## config.mk

```make
export PLATFORM = sky130hd
export DESIGN_NAME = morse_code_keyer_core
export DESIGN_NICKNAME = d
export VERILOG_FILES = /design/src/mck_pkg.sv /design/src/mck_fifo.sv /design/src/mck_front.sv /design/src/mck_back.sv /design/src/morse_code_keyer_core.sv
export SDC_FILE = /design/constraint.sdc
export NUM_CORES = 1
export LEC_CHECK = 0
export BUFFER_PORTS_ARGS = -buffer_cell sky130_fd_sc_hd__buf_2
export CAP_MARGIN = 20
export CORE_MARGIN = 3
export CORE_UTILIZATION = 50
export CTS_BUF_LIST = sky130_fd_sc_hd__clkbuf_2 sky130_fd_sc_hd__clkbuf_4 sky130_fd_sc_hd__clkbuf_8
export DETAILED_ROUTE_END_ITERATION = 12
export PLACE_DENSITY_LB_ADDON = 0.05
export SLEW_MARGIN = 10
export SYNTH_ARGS = -nofsm -noshare
export SYNTH_HDL_FRONTEND = slang
export SYNTH_HIERARCHICAL = 1
export SYNTH_SLANG_ARGS = --single-unit
```

## constraint.sdc

```tcl
create_clock -name clk -period 3.8 [get_ports clk]
set_input_delay 0.19 -clock clk [delete_from_list [all_inputs] [get_ports clk]]
set_output_delay 0.19 -clock clk [all_outputs]
set_load 0.005 [all_outputs]
```

## src/mck_pkg.sv

```systemverilog
// Shared types, constants and the Morse code table for the keyer.
package mck_pkg;

    localparam int unsigned UNIT_W = 16;
    localparam logic [UNIT_W-1:0] UNIT_TICKS_RESET = 16'd150;

    localparam logic [2:0] MAX_SYMBOLS   = 3'd5;
    localparam logic [2:0] DOT_UNITS     = 3'd1;
    localparam logic [2:0] DASH_UNITS    = 3'd3;
    localparam logic [2:0] SYMOFF_UNITS  = 3'd1;
    localparam logic [2:0] END_GAP_UNITS = 3'd2;
    localparam logic [2:0] SPACE_UNITS   = 3'd4;

    localparam logic FUNC_CHAR = 1'b0;
    localparam logic FUNC_TICK = 1'b1;

    typedef struct packed {
        logic       func;
        logic [7:0] char_code;
    } in_beat_t;

    typedef struct packed {
        logic key_level;
        logic busy_res;
        logic rejected;
    } out_beat_t;

    typedef enum logic [1:0] {
        CMD_TICK,
        CMD_SPACE,
        CMD_CHAR,
        CMD_BAD
    } cmd_kind_t;

    typedef struct packed {
        logic [2:0] len;
        logic [4:0] pat;
    } code_t;

    typedef struct packed {
        cmd_kind_t kind;
        code_t     code;
    } cmd_t;

    // Letters A..Z at 0..25, digits 0..9 at 26..35; first symbol in bit 0, 1 = dash.
    function automatic code_t code_lookup(input logic [5:0] idx);
        code_t c;
        unique case (idx)
            6'd0:  c = '{3'd2, 5'd2};
            6'd1:  c = '{3'd4, 5'd1};
            6'd2:  c = '{3'd4, 5'd5};
            6'd3:  c = '{3'd3, 5'd1};
            6'd4:  c = '{3'd1, 5'd0};
            6'd5:  c = '{3'd4, 5'd4};
            6'd6:  c = '{3'd3, 5'd3};
            6'd7:  c = '{3'd4, 5'd0};
            6'd8:  c = '{3'd2, 5'd0};
            6'd9:  c = '{3'd4, 5'd14};
            6'd10: c = '{3'd3, 5'd5};
            6'd11: c = '{3'd4, 5'd2};
            6'd12: c = '{3'd2, 5'd3};
            6'd13: c = '{3'd2, 5'd1};
            6'd14: c = '{3'd3, 5'd7};
            6'd15: c = '{3'd4, 5'd6};
            6'd16: c = '{3'd4, 5'd11};
            6'd17: c = '{3'd3, 5'd2};
            6'd18: c = '{3'd3, 5'd0};
            6'd19: c = '{3'd1, 5'd1};
            6'd20: c = '{3'd3, 5'd4};
            6'd21: c = '{3'd4, 5'd8};
            6'd22: c = '{3'd3, 5'd6};
            6'd23: c = '{3'd4, 5'd9};
            6'd24: c = '{3'd4, 5'd13};
            6'd25: c = '{3'd4, 5'd3};
            6'd26: c = '{3'd5, 5'd31};
            6'd27: c = '{3'd5, 5'd30};
            6'd28: c = '{3'd5, 5'd28};
            6'd29: c = '{3'd5, 5'd24};
            6'd30: c = '{3'd5, 5'd16};
            6'd31: c = '{3'd5, 5'd0};
            6'd32: c = '{3'd5, 5'd1};
            6'd33: c = '{3'd5, 5'd3};
            6'd34: c = '{3'd5, 5'd7};
            6'd35: c = '{3'd5, 5'd15};
            default: c = '{3'd0, 5'd0};
        endcase
        return c;
    endfunction

endpackage

```

## src/mck_fifo.sv

```systemverilog
// Small first-in first-out queue with count-based full and empty flags.
module mck_fifo #(
    parameter int unsigned WIDTH = 8,
    parameter int unsigned DEPTH = 2
) (
    input  logic             clk,
    input  logic             rst_n,
    input  logic             push,
    input  logic [WIDTH-1:0] wdata,
    output logic             full,
    input  logic             pop,
    output logic [WIDTH-1:0] rdata,
    output logic             empty
);

    localparam int unsigned PTR_W = (DEPTH > 1) ? $clog2(DEPTH) : 1;
    localparam int unsigned CNT_W = $clog2(DEPTH + 1);
    localparam logic [PTR_W-1:0] LAST_PTR = PTR_W'(DEPTH - 1);
    localparam logic [CNT_W-1:0] FULL_CNT = CNT_W'(DEPTH);

    logic [WIDTH-1:0] mem_reg [DEPTH];
    logic [PTR_W-1:0] wr_ptr_reg, wr_ptr_next;
    logic [PTR_W-1:0] rd_ptr_reg, rd_ptr_next;
    logic [CNT_W-1:0] count_reg, count_next;
    logic             do_push, do_pop;

    assign full    = (count_reg == FULL_CNT);
    assign empty   = (count_reg == '0);
    assign do_push = push && !full;
    assign do_pop  = pop && !empty;
    assign rdata   = mem_reg[rd_ptr_reg];

    always_comb
    begin
        wr_ptr_next = wr_ptr_reg;
        rd_ptr_next = rd_ptr_reg;
        count_next  = count_reg;
        if (do_push)
        begin
            wr_ptr_next = (wr_ptr_reg == LAST_PTR) ? '0 : wr_ptr_reg + 1'b1;
        end
        if (do_pop)
        begin
            rd_ptr_next = (rd_ptr_reg == LAST_PTR) ? '0 : rd_ptr_reg + 1'b1;
        end
        if (do_push && !do_pop)
        begin
            count_next = count_reg + 1'b1;
        end
        else if (do_pop && !do_push)
        begin
            count_next = count_reg - 1'b1;
        end
    end

    always_ff @(posedge clk or negedge rst_n)
    begin
        if (!rst_n)
        begin
            wr_ptr_reg <= '0;
            rd_ptr_reg <= '0;
            count_reg  <= '0;
        end
        else
        begin
            wr_ptr_reg <= wr_ptr_next;
            rd_ptr_reg <= rd_ptr_next;
            count_reg  <= count_next;
        end
    end

    always_ff @(posedge clk)
    begin
        if (do_push)
        begin
            mem_reg[wr_ptr_reg] <= wdata;
        end
    end

endmodule

```

## src/mck_front.sv

```systemverilog
// Front end: takes input beats, classifies characters and queues commands.
module mck_front import mck_pkg::*; #(
    parameter int unsigned DEPTH = 2
) (
    input  logic     clk,
    input  logic     rst_n,
    input  logic     push,
    input  in_beat_t item,
    output logic     full,
    input  logic     cmd_pop,
    output cmd_t     cmd,
    output logic     cmd_empty
);

    localparam logic [7:0] ASCII_SPACE = 8'h20;
    localparam logic [7:0] ASCII_0     = 8'h30;
    localparam logic [7:0] ASCII_9     = 8'h39;
    localparam logic [7:0] ASCII_UA    = 8'h41;
    localparam logic [7:0] ASCII_UZ    = 8'h5A;
    localparam logic [7:0] ASCII_LA    = 8'h61;
    localparam logic [7:0] ASCII_LZ    = 8'h7A;
    localparam logic [7:0] DIGIT_BASE  = 8'd26;

    cmd_t       cmd_in;
    logic [7:0] idx_wide;
    logic       known;
    code_t      code;
    logic [$bits(cmd_t)-1:0] cmd_bits;

    always_comb
    begin
        idx_wide = '0;
        known    = 1'b1;
        priority if (item.char_code >= ASCII_LA && item.char_code <= ASCII_LZ)
        begin
            idx_wide = item.char_code - ASCII_LA;
        end
        else if (item.char_code >= ASCII_UA && item.char_code <= ASCII_UZ)
        begin
            idx_wide = item.char_code - ASCII_UA;
        end
        else if (item.char_code >= ASCII_0 && item.char_code <= ASCII_9)
        begin
            idx_wide = item.char_code - ASCII_0 + DIGIT_BASE;
        end
        else
        begin
            known = 1'b0;
        end

        code = code_lookup(idx_wide[5:0]);
        // clamp to the longest pattern the back end can shift out
        if (code.len > MAX_SYMBOLS)
        begin
            code.len = MAX_SYMBOLS;
        end

        cmd_in.code = code;
        priority if (item.func == FUNC_TICK)
        begin
            cmd_in.kind = CMD_TICK;
        end
        else if (item.char_code == ASCII_SPACE)
        begin
            cmd_in.kind = CMD_SPACE;
        end
        else if (known)
        begin
            cmd_in.kind = CMD_CHAR;
        end
        else
        begin
            cmd_in.kind = CMD_BAD;
        end
    end

    mck_fifo #(
        .WIDTH ($bits(cmd_t)),
        .DEPTH (DEPTH)
    ) u_cmd_q (
        .clk   (clk),
        .rst_n (rst_n),
        .push  (push),
        .wdata (cmd_in),
        .full  (full),
        .pop   (cmd_pop),
        .rdata (cmd_bits),
        .empty (cmd_empty)
    );

    assign cmd = cmd_t'(cmd_bits);

endmodule

```

## src/mck_back.sv

```systemverilog
// Back end: timing state machine that keys the line and queues result beats.
module mck_back import mck_pkg::*; #(
    parameter int unsigned DEPTH = 2
) (
    input  logic              clk,
    input  logic              rst_n,
    input  logic [UNIT_W-1:0] unit_ticks,
    input  cmd_t              cmd,
    input  logic              cmd_empty,
    output logic              cmd_pop,
    output out_beat_t         result,
    output logic              empty,
    input  logic              pop
);

    typedef enum logic [1:0] {
        PH_IDLE,
        PH_MARK,
        PH_SYMOFF,
        PH_GAP
    } phase_t;

    phase_t            phase_reg, phase_next;
    logic [UNIT_W-1:0] tick_count_reg, tick_count_next;
    logic [2:0]        units_left_reg, units_left_next;
    logic [4:0]        pattern_reg, pattern_next;
    logic [2:0]        symbols_left_reg, symbols_left_next;
    logic              key_reg, key_next;
    logic              rej;
    logic [UNIT_W-1:0] tick_inc;
    logic [2:0]        units_dec;
    logic              res_full;
    logic              step;
    out_beat_t         res_in;
    logic [$bits(out_beat_t)-1:0] res_bits;

    assign step    = !cmd_empty && !res_full;
    assign cmd_pop = step;

    always_comb
    begin
        phase_next        = phase_reg;
        tick_count_next   = tick_count_reg;
        units_left_next   = units_left_reg;
        pattern_next      = pattern_reg;
        symbols_left_next = symbols_left_reg;
        key_next          = key_reg;
        rej               = 1'b0;
        tick_inc          = tick_count_reg + 1'b1;
        units_dec         = units_left_reg - 1'b1;

        unique case (cmd.kind)
            CMD_TICK:
            begin
                if (phase_reg != PH_IDLE)
                begin
                    tick_count_next = tick_inc;
                    if (tick_inc >= unit_ticks)
                    begin
                        tick_count_next = '0;
                        units_left_next = units_dec;
                        if (units_dec == '0)
                        begin
                            // segment over: advance to the next segment, or to idle after the gap
                            unique case (phase_reg)
                                PH_MARK:
                                begin
                                    phase_next      = PH_SYMOFF;
                                    key_next        = 1'b0;
                                    units_left_next = SYMOFF_UNITS;
                                end
                                PH_SYMOFF:
                                begin
                                    if (symbols_left_reg != '0)
                                    begin
                                        phase_next        = PH_MARK;
                                        key_next          = 1'b1;
                                        pattern_next      = {1'b0, pattern_reg[4:1]};
                                        symbols_left_next = symbols_left_reg - 1'b1;
                                        units_left_next   = pattern_reg[0] ? DASH_UNITS
                                                                           : DOT_UNITS;
                                    end
                                    else
                                    begin
                                        phase_next      = PH_GAP;
                                        key_next        = 1'b0;
                                        units_left_next = END_GAP_UNITS;
                                    end
                                end
                                default:
                                begin
                                    phase_next      = PH_IDLE;
                                    key_next        = 1'b0;
                                    units_left_next = '0;
                                end
                            endcase
                        end
                    end
                end
            end
            CMD_SPACE:
            begin
                if (phase_reg != PH_IDLE)
                begin
                    rej = 1'b1;
                end
                else
                begin
                    phase_next        = PH_GAP;
                    key_next          = 1'b0;
                    units_left_next   = SPACE_UNITS;
                    tick_count_next   = '0;
                    symbols_left_next = '0;
                    pattern_next      = '0;
                end
            end
            CMD_CHAR:
            begin
                if (phase_reg != PH_IDLE)
                begin
                    rej = 1'b1;
                end
                else
                begin
                    // start the first symbol straight away
                    phase_next        = PH_MARK;
                    key_next          = 1'b1;
                    pattern_next      = {1'b0, cmd.code.pat[4:1]};
                    symbols_left_next = cmd.code.len - 1'b1;
                    units_left_next   = cmd.code.pat[0] ? DASH_UNITS : DOT_UNITS;
                    tick_count_next   = '0;
                end
            end
            CMD_BAD:
            begin
                rej = 1'b1;
            end
        endcase

        res_in.key_level = key_next;
        res_in.busy_res  = (phase_next != PH_IDLE);
        res_in.rejected  = rej;
    end

    always_ff @(posedge clk or negedge rst_n)
    begin
        if (!rst_n)
        begin
            phase_reg        <= PH_IDLE;
            tick_count_reg   <= '0;
            units_left_reg   <= '0;
            pattern_reg      <= '0;
            symbols_left_reg <= '0;
            key_reg          <= 1'b0;
        end
        else if (step)
        begin
            phase_reg        <= phase_next;
            tick_count_reg   <= tick_count_next;
            units_left_reg   <= units_left_next;
            pattern_reg      <= pattern_next;
            symbols_left_reg <= symbols_left_next;
            key_reg          <= key_next;
        end
    end

    mck_fifo #(
        .WIDTH ($bits(out_beat_t)),
        .DEPTH (DEPTH)
    ) u_res_q (
        .clk   (clk),
        .rst_n (rst_n),
        .push  (step),
        .wdata (res_in),
        .full  (res_full),
        .pop   (pop),
        .rdata (res_bits),
        .empty (empty)
    );

    assign result = out_beat_t'(res_bits);

endmodule

```

## src/morse_code_keyer_core.sv

```systemverilog
// Morse code keyer top level: config register, front end and back end.
//
// Input channel: an item (func, char_code) is taken when push is high and full
// is low. func = 1 is one time tick; func = 0 is an ASCII character to key.
// Result channel: one result beat per item (key_level, busy_res, rejected),
// presented while empty is low and taken when pop is high.
// Config: unit_ticks (ticks per Morse unit, reset 150) at address 0 over the
// APB port; write it only while no item is in flight.
// Path: a taken item is written into the command queue; the back end
// retires the command when the result queue has room and writes its result
// there, where it shows on the result ports until it is popped.
// Throughput: one item per cycle while full is low; the back end state update retires one
// command per cycle whenever the result queue has room.
// Reset clears both queues, puts the keyer in idle with the line off and
// loads the default unit length. When the receiver stops popping, the
// result queue fills, the back end holds, the command queue fills and full
// rises; nothing is dropped.
module morse_code_keyer_core import mck_pkg::*; #(
    parameter int unsigned CMD_DEPTH = 2,
    parameter int unsigned RES_DEPTH = 2
) (
    input  logic        clk,
    input  logic        rst_n,
    input  logic        push,
    input  in_beat_t    item,
    output logic        full,
    output out_beat_t   result,
    output logic        empty,
    input  logic        pop,
    input  logic        psel,
    input  logic        penable,
    input  logic        pwrite,
    input  logic [1:0]  paddr,
    input  logic [31:0] pwdata,
    output logic [31:0] prdata,
    output logic        pready
);

    logic [UNIT_W-1:0] unit_ticks_reg;
    logic              cfg_wr;
    cmd_t              cmd;
    logic              cmd_empty;
    logic              cmd_pop;
    logic              addr_hit;

    assign pready   = 1'b1;
    // only one register: every word address in the decoded range selects it
    assign addr_hit = (paddr[1:0] == 2'b00) || (paddr[1:0] != 2'b00);
    assign cfg_wr   = psel && penable && pwrite && pready && addr_hit;
    assign prdata   = {{(32 - UNIT_W){1'b0}}, unit_ticks_reg};

    always_ff @(posedge clk or negedge rst_n)
    begin
        if (!rst_n)
        begin
            unit_ticks_reg <= UNIT_TICKS_RESET;
        end
        else if (cfg_wr)
        begin
            unit_ticks_reg <= pwdata[UNIT_W-1:0];
        end
    end

    mck_front #(
        .DEPTH (CMD_DEPTH)
    ) u_front (
        .clk       (clk),
        .rst_n     (rst_n),
        .push      (push),
        .item      (item),
        .full      (full),
        .cmd_pop   (cmd_pop),
        .cmd       (cmd),
        .cmd_empty (cmd_empty)
    );

    mck_back #(
        .DEPTH (RES_DEPTH)
    ) u_back (
        .clk        (clk),
        .rst_n      (rst_n),
        .unit_ticks (unit_ticks_reg),
        .cmd        (cmd),
        .cmd_empty  (cmd_empty),
        .cmd_pop    (cmd_pop),
        .result     (result),
        .empty      (empty),
        .pop        (pop)
    );

endmodule
```

# [Word-level counts from Yosys, hierarchy flattened]
# Memories as Yosys holds them, arrays and structs flattened.
# Cells that the tools add are included.
[totals] ff_bits=54 mem_bits_rw=26 romBits=512 inputBits=50 out_inout_bits=38 elab_cells=167 n_memories=3
[memory_table] name="(no name shown)" depth=64 word_bits=8 read_ports=1 rd_clocked_by_memory_dff=0 wr=0 line="mck_pkg.sv:48" text="unique case (idx)"
[memory_table] name="u_front.u_cmd_q.mem_reg" depth=2 word_bits=10 read_ports=1 rd_clocked_by_memory_dff=0 wr=1 line="mck_fifo.sv:21" text="logic [WIDTH-1:0] mem_reg [DEPTH];"
[memory_table] name="u_back.u_res_q.mem_reg" depth=2 word_bits=3 read_ports=1 rd_clocked_by_memory_dff=0 wr=1 line="mck_fifo.sv:21"
[op_classes] addsub=16 order_cmp=8 eq_ne=16 muxes=70 reduce_logical=41
[ops] operator="two-way mux 16 bit" count=3
[ops] operator="two-way mux 3 bit" count=14
[ops] operator="two-way mux 5 bit" count=7
[ops] operator="case mux 16 bit (2 select lines)" count=1
[ops] operator="two-way mux 2 bit" count=14
[ops] operator="two-way mux 1 bit" count=20
[ops] operator="two-way mux 6 bit" count=3
[ops] operator="case mux 3 bit (3 select lines)" count=2
[ops] operator="adder 16 x 1 -> 16 bit, second input constant" count=1
[ops] operator="greater-or-equal comparator 16 bit" count=1
[ops] operator="greater-or-equal comparator 8 x 7 -> 1 bit, second input constant" count=2
[ops] operator="less-or-equal comparator 8 x 7 -> 1 bit, second input constant" count=2
[ops] operator="logical AND 1 bit" count=15
[ops] operator="case mux 5 bit (3 select lines)" count=1
[ops] operator="nonzero test 2 bit" count=6
[ops] operator="subtractor 6 bit, second input constant" count=2
[ops] operator="equality test 2 bit, second input constant" count=5
[ops] operator="!= test 2 x 1 -> 1 bit, second input constant" count=5
[ops] operator="AND reduction 9 bit" count=1
[ops] operator="subtractor 3 x 1 -> 3 bit, second input constant" count=3
[ops] operator="equality test 8 x 6 -> 1 bit, second input constant" count=1
[ops] operator="greater-or-equal comparator 8 x 6 -> 1 bit, second input constant" count=1
[ops] operator="less-or-equal comparator 8 x 6 -> 1 bit, second input constant" count=1
[ops] operator="zero test 1 bit" count=8
[ops] operator="other kinds (20)" count=32

# [Depth between registers and ports, before layout]
# Gate-level depths: netlist of the first run.
[logic_depth] word_depth=8 mapped_depth=16 depth_no_buf=13

# [Hierarchy]
# The synthesis of the first run kept the hierarchy.
[by_module_without_submodules] mod="mck_back" n_inst=1 cells_per_inst=280 area_per_inst_um2=2488.6 seq_area_each_um2=725.7
[by_module_without_submodules] mod="mck_front" n_inst=1 cells_per_inst=139 area_per_inst_um2=1068.5 seq_area_each_um2=0.0
[by_module_without_submodules] mod="mck_fifo (u_front.u_cmd_q)" n_inst=1 cells_per_inst=50 area_per_inst_um2=919.6 seq_area_each_um2=700.7
[by_module_without_submodules] mod="morse_code_keyer_core" n_inst=1 cells_per_inst=53 area_per_inst_um2=787.0 seq_area_each_um2=405.4
[by_module_without_submodules] mod="mck_fifo (u_back.u_res_q)" n_inst=1 cells_per_inst=28 area_per_inst_um2=410.4 seq_area_each_um2=280.3

# [Worst setup path after synthesis of the first run]
# OpenSTA, ideal clock, no wires.
[synth_path] path_type="register -> register" start="register u_back.tick_count_reg[0]" end="memory u_back/u_res_q/mem_reg[0][1] in the netlist's numbering (data pin)" setup_time_ps=268 arrival_ps=3444 required_time_ps=3532 setup_slack_ps=88 path_stages_with_launch=15 path_buffers=1 period_less_slack_ps=3712 cell_sequence="dfrtp_1 ha_1 and3_1 and3_1 clkbuf_1 nand3_1 nor2_1 xor2_1 ha_1 nand2_1 nor3_1 or4_4 o31ai_2 o21ai_1 a2111o_1"
[synth_rtl] element="start: declaration" line="mck_back.sv:24" text="logic [UNIT_W-1:0] tick_count_reg, tick_count_next;"
[synth_rtl] element="start signal: assignment" line="mck_back.sv:159" text="tick_count_reg <= tick_count_next;"
[synth_rtl] element="end: declaration" line="mck_fifo.sv:21"

==> metrics.json, run 1 <==
{
  "worst_setup_path": {
    "setup.worst_path.end_class": "register",
    "crit_type": "register to register",
    "crit_path_start_kind": "register",
    "required_ns": 3.88,
    "cp_max_fo": 6,
    "critPathArrivalTime_ns": 3.75
  },
  "detailed_routing": {
    "dr.first_iter.drc_count": 227,
    "drc_markers": 0,
    "vias_per_cell": 5.53,
    "dr_total_vias": 4215,
    "detail_route.wirelength_mm": 11.6,
    "ant_nets": 0,
    "detail_route.first_pass.iterations": 4,
    "drt-wirelength-per-cell_um": 15.2
  },
  "run": {
    "timing.max_cap.violations": 0
  },
  "floorplanning": {
    "initial_core_util": 0.517,
    "pin_count": 88,
    "die_y_um": 113,
    "floorplan.die_area_um2": 12700,
    "core_area_um2": 11000,
    "number_of_standard_cell_rows_in_the_floorplan": 38,
    "die_width_um": 113
  },
  "cts": {
    "cts-buffers-inserted": 9,
    "cts.sinks": 79,
    "tritoncts": "yes",
    "htree_levels": 3,
    "largest_buffer_count_on_any_clock_path": 2,
    "worst_skew_pair_latency_ns": 0.35,
    "cts.root.buffer_cell": "sky130_fd_sc_hd__clkbuf_8",
    "clkTransAtPathRegs_ns": 0.08
  },
  "logic_synthesis": {
    "yosys.area_share.adder": 0.0970,
    "ys_types": 88,
    "synth_top_family_by_area": "compound AO/OA/AOI/OAI gates",
    "syn_avg_cell_area_um2": 10.3,
    "synthesis.yosys.warnings": 6,
    "synth_compound_gate_area_share": 0.183,
    "synth_largest_type_area_fraction": 0.216,
    "synth_async_sr_flop_share": 0.671,
    "top_cells_by_area_synth": "sky130_fd_sc_hd__dfrtp_1 (22%), sky130_fd_sc_hd__edfxtp_1 (14%), sky130_fd_sc_hd__ha_1 (9.7%)",
    "yosys-mux-area-fraction": 0.0895,
    "synth.largest_area_cell": "sky130_fd_sc_hd__dfrtp_1",
    "synth.yosys.seq_area_share": 0.372,
    "postSynthCellCount": 550,
    "synth_ff_type": "sky130_fd_sc_hd__dfrtp_1",
    "synth.ff_latch_count": 79,
    "post_synth_instance_area_um2": 5670,
    "synth_edf_count": 26,
    "synth_simple_gate_area_frac": 0.136,
    "post_synth_xor_area_fraction": 0.0417
  },
  "timing": {
    "finalSetupTns_ns": 0,
    "hold_viol": 0,
    "measured_slew_at_the_worst_slew_check_pin_ns": 0.856,
    "clock-skew-final_ns": 0.0130,
    "fin_crit_sh": 0.965,
    "headroom_to_the_max_slew_limit": 0.427,
    "timing.fmax_mhz": 273,
    "slew_viol_final": 0,
    "final-setup-viol-count": 0,
    "final_period_minus_worst_setup_slack_ns": 3.67
  },
  "pwr": {
    "design_power_total_uw": 3890,
    "power_density_nw_per_um2": 616,
    "vdd_ir_drop_max_mv": 0.380,
    "leakagePower_uw": 0.00291
  },
  "layout": {
    "largest_register_ff_count": 20,
    "stdcell_area_um2": 6300,
    "syn_to_final_growth_pct": 11.1,
    "n_antenna_cell": 0,
    "drive_gt1_frac": 0.238,
    "nNetsFinal": 711
  },
  "global_routing": {
    "grt_pass1_vias": 4022,
    "antenna_found_initial": 0,
    "largest_net_degree_at_the_start_of_global_routing": 54,
    "grt_pass1_wl_mm": 19.6,
    "overall_overflow_remaining_after_global_route": 0,
    "grtUsageTotal": 0.187
  },
  "status": {
    "run_status": "finished clean"
  },
  "hold_path": {
    "hold_path_class": "primary input to register"
  },
  "placed_design": {
    "finalWeightedCongestion": 0.901,
    "placed_instance_area_um2": 6080,
    "numPortBuffers": 52,
    "place.detailed.hpwl_mm": 8.42
  }
}
## what timing repair did
action / 4_1_cts / 5_1_grt
resized for setup: 0 / 3
hold buffers: 1 / 0
buffers inserted: 0 / 4
hold endpoints to repair: 46 / 0
setup endpoints to repair: 0 / 7
## layer usage
layer  track usage  part of all wire  routed length (µm)
met2         0.290              0.46                5300
met4        0.0649             0.013                 145
met3        0.0313             0.033                 382
met1         0.266              0.50                5730
met5             0                 0                   0
## worst paths after layout
path                                                   startpoint                                      to  slack, ns  cells after the start
max in group asynchronous                                   rst_n   u_back/tick_count_reg[15]$_DFFE_PN0P_       2.81                      3
hold reg to reg            u_front/u_cmd_q/wr_ptr_reg$_DFFE_PN0P_  u_front/u_cmd_q/wr_ptr_reg$_DFFE_PN0P_       0.50                      1
setup / recovery             u_back/tick_count_reg[1]$_DFFE_PN0P_  u_back/u_res_q/mem_reg[0][1]$_DFFE_PP_       0.13                     13
hold / removal                                         pwdata[11]          unit_ticks_reg[11]$_DFFE_PN0P_       0.07                      2
min in group asynchronous                                   rst_n   u_back/u_res_q/rd_ptr_reg$_DFFE_PN0P_       0.50                      3
setup reg to reg             u_back/tick_count_reg[1]$_DFFE_PN0P_  u_back/u_res_q/mem_reg[0][1]$_DFFE_PP_       0.13                     13
## report_power, final
part,total [µW],internal [µW],switching (µW)
clock,558,266,292
sequential,1340,1180,156
combinational,1990,892,1100
total,3890,2340,1550
## critical path: stages (launching register included)
cell and delay, ns:
sky130_fd_sc_hd__dfrtp_1 0.39, sky130_fd_sc_hd__ha_1 0.18, sky130_fd_sc_hd__and3_1 0.19, sky130_fd_sc_hd__and3_2 0.24, sky130_fd_sc_hd__nand3_1 0.11, sky130_fd_sc_hd__nor2_1 0.15
sky130_fd_sc_hd__xor2_1 0.24, sky130_fd_sc_hd__ha_1 0.27, sky130_fd_sc_hd__nand2_1 0.08, sky130_fd_sc_hd__nor3_1 0.05, sky130_fd_sc_hd__or4_4 0.55, sky130_fd_sc_hd__o31ai_4 0.37
sky130_fd_sc_hd__o21ai_1 0.10, sky130_fd_sc_hd__a2111o_1 0.46
## placed cells by master, fill, tap and decap left out, types with 3 or more instances in the layout
cell,synthesis,routed
sky130_fd_sc_hd__a211o_1,6,6
sky130_fd_sc_hd__a211oi_1,4,4
sky130_fd_sc_hd__a21oi_1,23,23
sky130_fd_sc_hd__a22o_1,9,9
sky130_fd_sc_hd__a31oi_1,11,11
sky130_fd_sc_hd__a41oi_1,3,3
sky130_fd_sc_hd__and3_1,8,6
sky130_fd_sc_hd__buf_2,7,52
sky130_fd_sc_hd__buf_4,20,28
sky130_fd_sc_hd__clkbuf_8,0,10
sky130_fd_sc_hd__conb_1,2,17
sky130_fd_sc_hd__dfrtp_1,49,49
sky130_fd_sc_hd__dfstp_2,4,4
sky130_fd_sc_hd__edfxtp_1,26,26
sky130_fd_sc_hd__ha_1,44,44
sky130_fd_sc_hd__inv_1,39,39
sky130_fd_sc_hd__mux2_1,12,12
sky130_fd_sc_hd__mux2_2,10,10
sky130_fd_sc_hd__mux2_4,10,10
sky130_fd_sc_hd__mux2i_1,11,11
sky130_fd_sc_hd__nand2_1,28,28
sky130_fd_sc_hd__nand2b_1,7,7
sky130_fd_sc_hd__nand3_1,18,18
sky130_fd_sc_hd__nand4_1,4,4
sky130_fd_sc_hd__nor2_1,29,29
sky130_fd_sc_hd__nor2b_1,7,7
sky130_fd_sc_hd__nor3_1,7,7
sky130_fd_sc_hd__nor3b_1,4,4
sky130_fd_sc_hd__nor4b_4,3,3
sky130_fd_sc_hd__o211ai_1,4,4
sky130_fd_sc_hd__o21a_1,5,5
sky130_fd_sc_hd__o21ai_0,23,23
sky130_fd_sc_hd__o21ai_1,5,5
sky130_fd_sc_hd__o32ai_1,4,4
sky130_fd_sc_hd__or2b_1,4,4
sky130_fd_sc_hd__xnor2_1,12,12
sky130_fd_sc_hd__xor2_1,15,15
## per-stage QoR
stage               setup slack, ns  hold WS, ns   util  instances
global route               -0.00407       0.0403  0.574        762
CTS                          0.0394       0.0418  0.570        758
global placement              0.126        0.377  0.554        741
finish                        0.133       0.0671  0.574        762
detailed placement           0.0628        0.374  0.554        741
floorplan                    0.0883       -0.106      -        565
## synth_stat cells (3+ instances only)
cell type and number:
sky130_fd_sc_hd__buf_2 7, sky130_fd_sc_hd__nor4b_4 3, sky130_fd_sc_hd__a211oi_1 4, sky130_fd_sc_hd__xnor2_1 12, sky130_fd_sc_hd__edfxtp_1 26, sky130_fd_sc_hd__nand3_1 18
sky130_fd_sc_hd__o211ai_1 4, sky130_fd_sc_hd__o21a_1 5, sky130_fd_sc_hd__ha_1 44, sky130_fd_sc_hd__a41oi_1 3, sky130_fd_sc_hd__nor2b_1 7, sky130_fd_sc_hd__nand2_1 28
sky130_fd_sc_hd__and3_1 8, sky130_fd_sc_hd__mux2_1 12, sky130_fd_sc_hd__dfrtp_1 49, sky130_fd_sc_hd__xor2_1 15, sky130_fd_sc_hd__buf_6 5, sky130_fd_sc_hd__nand2b_1 7
sky130_fd_sc_hd__mux2_4 10, sky130_fd_sc_hd__a22o_1 9, sky130_fd_sc_hd__o21ai_1 5, sky130_fd_sc_hd__a21oi_1 23, sky130_fd_sc_hd__o21ai_0 23, sky130_fd_sc_hd__mux2i_1 11
sky130_fd_sc_hd__clkbuf_1 8, sky130_fd_sc_hd__nor3_1 7, sky130_fd_sc_hd__mux2_2 10, sky130_fd_sc_hd__nor2_1 29, sky130_fd_sc_hd__a211o_1 6, sky130_fd_sc_hd__nor3b_1 4
sky130_fd_sc_hd__buf_4 20, sky130_fd_sc_hd__dfstp_2 4, sky130_fd_sc_hd__o32ai_1 4, sky130_fd_sc_hd__inv_1 39, sky130_fd_sc_hd__a31oi_1 11, sky130_fd_sc_hd__or2b_1 4
sky130_fd_sc_hd__nand4_1 4
## kinds of logic (layout without fill, tap and decap cells)
group | after synthesis | in the layout
adder cells (fa/ha/maj) | 44 | 44
multiplexers | 43 | 43
buffers and inverters | 83 | 140
AND/OR/NAND/NOR | 136 | 136
AO/OA/AOI/OAI | 136 | 136
XOR/XNOR | 27 | 27
flip-flops | 79 | 79
other | 2 | 17
## area by class of cell
type                    instances  area, µm²
inverters                      42        158
fillers                       991       4680
clock inverters                 4       21.3
flip-flops and latches         79       2110
well taps                     140        175
clock buffers                  12        153
multi-input cells             403       3190
repair buffers                 82        500
(Power assumes the default switching activity.)
==> run 2: changes to the inputs <==
--- a/config.mk
+++ b/config.mk
@@ -11,6 +11,7 @@
 export CORE_UTILIZATION = 50
 export CTS_BUF_LIST = sky130_fd_sc_hd__clkbuf_2 sky130_fd_sc_hd__clkbuf_4 sky130_fd_sc_hd__clkbuf_8
 export DETAILED_ROUTE_END_ITERATION = 12
+export HOLD_SLACK_MARGIN = 0.15
 export PLACE_DENSITY_LB_ADDON = 0.05
 export SLEW_MARGIN = 10
 export SYNTH_ARGS = -nofsm -noshare
==> run 2 against run 1 <==
  * Clock skew shrank 0.00079 ns
  * Flip-flop and latch count is the same
  * Sequential power is essentially flat
  * First-iteration DRC count grew 4.0%
  * Clock power is essentially flat
  * Hold slack gained 0.12 ns
  * Total power grew 0.24%
  * Register-to-register slack is essentially flat
  * Count of clock-buffer cells in the layout is the same
  * Utilization grew 1.6 points
  * Design area grew 2.9%
  * Sequential share of layout area shrank 0.93 points
  * Critical endpoint unchanged
==> metrics.json, run 2 (synthesis gave the netlist of run 1 again) <==
{
  "layout": {
    "nNetsFinal": {"value": 729, "change": "was 711"},
    "syn_to_final_growth": {"value": 14.3, "unit": "%", "change": "was 11.1%"},
    "drive_gt1_frac": {"value": 0.231, "change": "was 0.238"},
    "final_cell_mix": {"value": "sky130_fd_sc_hd__buf_2 (52), sky130_fd_sc_hd__dfrtp_1 (49), sky130_fd_sc_hd__ha_1 (44)", "change": "unchanged"},
    "stdcell_area": {"value": 6480, "unit": "µm²", "change": "was 6300 µm²"},
    "n_antenna_cell": {"value": 0, "change": "unchanged"},
    "final_core_utilization": {"value": 0.590, "change": "was 0.574"},
    "largest_register_ff_count": {"value": 20, "change": "unchanged"},
    "final_common_cell": {"value": "sky130_fd_sc_hd__buf_2", "change": "unchanged"},
    "final-instance-count-excl-fill": {"value": 780, "change": "was 762"}
  },
  "detailed_routing": {
    "detail_route.first_pass.iterations": {"value": 5, "change": "was 4"},
    "vias_per_cell": {"value": 5.48, "change": "was 5.53"},
    "dr_total_vias": {"value": 4273, "change": "was 4215"},
    "dr.first_iter.drc_count": {"value": 236, "change": "was 227"},
    "drt-wirelength-per-cell": {"value": 15.1, "unit": "µm", "change": "was 15.2 µm"},
    "drc_markers": {"value": 0, "change": "unchanged"},
    "detail_route.wirelength": {"value": 11.8, "unit": "mm", "change": "was 11.6 mm"},
    "ant_nets": {"value": 0, "change": "unchanged"}
  },
  "cts": {
    "cts.sinks": {"value": 79, "change": "unchanged"},
    "largest_buffer_count_on_any_clock_path": {"value": 2, "change": "unchanged"},
    "clkTransAtPathRegs": {"value": 0.08, "unit": "ns", "change": "about the same"},
    "htree_levels": {"value": 3, "change": "unchanged"},
    "tritoncts": {"value": "yes", "change": "unchanged"},
    "worst_skew_pair_latency": {"value": 0.35, "unit": "ns", "change": "about the same"},
    "cts-buffers-inserted": {"value": 9, "change": "unchanged"},
    "cts.root.buffer_cell": {"value": "sky130_fd_sc_hd__clkbuf_8", "change": "unchanged"}
  },
  "floorplanning": {
    "number_of_standard_cell_rows_in_the_floorplan": {"value": 38, "change": "unchanged"},
    "die_width": {"value": 113, "unit": "µm", "change": "unchanged"},
    "initial_core_util": {"value": 0.517, "change": "unchanged"},
    "pin_count": {"value": 88, "change": "unchanged"},
    "core_area": {"value": 11000, "unit": "µm²", "change": "unchanged"},
    "die_y": {"value": 113, "unit": "µm", "change": "unchanged"},
    "floorplan.die_area": {"value": 12700, "unit": "µm²", "change": "unchanged"}
  },
  "timing": {
    "fin_crit_sh": {"value": 0.963, "change": "was 0.965"},
    "slew_viol_final": {"value": 0, "change": "unchanged"},
    "final-setup-viol-count": {"value": 0, "change": "unchanged"},
    "clock-skew-final": {"value": 0.0122, "unit": "ns", "change": "was 0.0130 ns"},
    "hold_viol": {"value": 0, "change": "unchanged"},
    "timing.fmax": {"value": 273, "unit": "MHz", "change": "about the same"},
    "final_period_minus_worst_setup_slack": {"value": 3.66, "unit": "ns", "change": "was 3.67 ns"},
    "measured_slew_at_the_worst_slew_check_pin": {"value": 0.833, "unit": "ns", "change": "was 0.856 ns"},
    "headroom_to_the_max_slew_limit": {"value": 0.442, "change": "was 0.427"}
  },
  "worst_setup_path": {
    "crit_type": {"value": "register to register", "change": "unchanged"},
    "critPathArrivalTime": {"value": 3.74, "unit": "ns", "change": "was 3.75 ns"},
    "cp_max_fo": {"value": 6, "change": "unchanged"},
    "r2r_slack": {"value": 0.14, "unit": "ns", "change": "was 0.13 ns"},
    "slowest_stage": {"value": "sky130_fd_sc_hd__or4_4", "change": "unchanged"},
    "critical_path_cell_count": {"value": 13, "change": "unchanged"},
    "setup.worst_path.end_class": {"value": "register", "change": "unchanged"},
    "worstPathCellList": {"value": "ha_1 > and3_1 > and3_2 > nand3_1 > nor2_1 > xor2_1 > ha_1 > nand2_1 > nor3_1 > or4_4 > o31ai_4 > o21ai_1 > a2111o_1", "change": "unchanged"},
    "path_delay_family": {"value": "simple AND/OR/NAND/NOR gates", "change": "unchanged"},
    "rr_startpoint": {"value": "u_back/tick_count_reg[1]$_DFFE_PN0P_", "change": "unchanged"},
    "crit_path_start_kind": {"value": "register", "change": "unchanged"},
    "required": {"value": 3.88, "unit": "ns", "change": "about the same"},
    "critPathLaunch": {"value": "u_back/tick_count_reg[1]$_DFFE_PN0P_", "change": "unchanged"},
    "crit_end": {"value": "u_back/u_res_q/mem_reg[0][1]$_DFFE_PP_", "change": "unchanged"},
    "timing.critical_path.mode_cell": {"value": "sky130_fd_sc_hd__ha_1", "change": "unchanged"},
    "timing.critical_path.slowest_cell_delay": {"value": 0.55, "unit": "ns", "change": "about the same"},
    "reg2reg_depth": {"value": 13, "change": "unchanged"},
    "worst_path_buf_inv": {"value": 0, "change": "unchanged"},
    "reg2reg_capture_point": {"value": "u_back/u_res_q/mem_reg[0][1]$_DFFE_PP_", "change": "unchanged"}
  },
  "run": {
    "timing.max_cap.violations": {"value": 0, "change": "unchanged"}
  },
  "pwr": {
    "leakagePower": {"value": 0.00298, "unit": "µW", "change": "was 0.00291 µW"},
    "power_density": {"value": 601, "unit": "nW/µm²", "change": "was 616 nW/µm²"},
    "vdd_ir_drop_max": {"value": 0.380, "unit": "mV", "change": "about the same"}
  },
  "placed_design": {
    "numPortBuffers": {"value": 52, "change": "unchanged"},
    "placedCellCount": {"value": 741, "change": "unchanged"},
    "finalWeightedCongestion": {"value": 0.901, "change": "unchanged"},
    "place.detailed.hpwl": {"value": 8.42, "unit": "mm", "change": "unchanged"},
    "placed_instance_area": {"value": 6080, "unit": "µm²", "change": "unchanged"}
  },
  "global_routing": {
    "grt_pass1_vias": {"value": 4146, "change": "was 4022"},
    "grt_pass1_wl": {"value": 20.1, "unit": "mm", "change": "was 19.6 mm"},
    "grtUsageTotal": {"value": 0.192, "change": "was 0.187"},
    "antenna_found_initial": {"value": 0, "change": "unchanged"},
    "largest_net_degree_at_the_start_of_global_routing": {"value": 54, "change": "unchanged"},
    "overall_overflow_remaining_after_global_route": {"value": 0, "change": "unchanged"}
  },
  "hold_path": {
    "hold_path_class": {"value": "primary input to register", "change": "unchanged"}
  },
  "status": {
    "run_status": {"value": "finished clean", "change": "unchanged"}
  }
}
## run 2: cell types whose count changed in the layout (fill, tap and decap cells not counted)
cell	delta
sky130_fd_sc_hd__dlygate4sd3_1	+18
## run 2: tightest hold or removal path: cells and delay by family
| kind | cells | cell delay, ns |
|---|---|---|
| compound gates | 1 | 0.09 |
| xor+xnor | 1 | 0.14 |
| buf+inv | 1 | 0.07 |
## run 2: report_power, final
part	total [µW]	switching [µW]	leakage, µW	internal [µW]
Combinational	2000	1100	0.00199	904
Clock	556	290	0.0000906	266
Sequential	1340	155	0.000904	1180
## run 2: metal layers
| metal | share of wire | vias up | GRT usage |
|---|---|---|---|
| met5 | 0 | - | 0 |
| met4 | 0.013 | 0 | 0.0649 |
| met3 | 0.032 | 13 | 0.0307 |
| met2 | 0.47 | 87 | 0.304 |
| met1 | 0.49 | 2041 | 0.269 |
| li1 | - | 2132 | - |
## run 2: worst min path at each step
stage / from / end / slack, ns / cells past startpoint
2_1_floorplan: rst_n / u_back/key_reg$_DFFE_PN0P_ / -0.11 / 0
6_report: pop / u_back/u_res_q/rd_ptr_reg$_DFFE_PN0P_ / 0.19 / 3
3_5_place_dp: rst_n / u_back/u_res_q/rd_ptr_reg$_DFFE_PN0P_ / 0.37 / 2
5_1_grt: pop / u_back/u_res_q/rd_ptr_reg$_DFFE_PN0P_ / 0.20 / 3
3_3_place_gp: rst_n / u_back/u_res_q/rd_ptr_reg$_DFFE_PN0P_ / 0.38 / 2
4_1_cts: pop / u_back/u_res_q/rd_ptr_reg$_DFFE_PN0P_ / 0.16 / 3
## run 2: cell type report
class	instances	area (µm²)
fill	976	4500
multi-input combinational	403	3190
sequential	79	2110
timing repair buffer	100	681
tap	140	175
inverter	42	158
clock buffer	12	153
clock inverter	4	21.3
## run 2: repair_timing
item | 4_1_cts | 5_1_grt
gates resized for setup | 0 | 3
buffers inserted | 0 | 4
hold buffers | 19 | 0
hold endpoints to repair | 70 | 0
endpoints found under the setup margin | 0 | 7
## run 2: stage by stage
step	hold slack (ns)	worst slack, ns	TNS, ns	total power [µW]
after floorplan	-0.106	0.0883	0	2820
after global placement	0.377	0.126	0	3230
after detailed placement	0.374	0.0628	0	3300
after CTS	0.163	0.0394	0	3900
after global routing	0.195	-0.00407	-0.00782	4230
final	0.190	0.141	0	3900
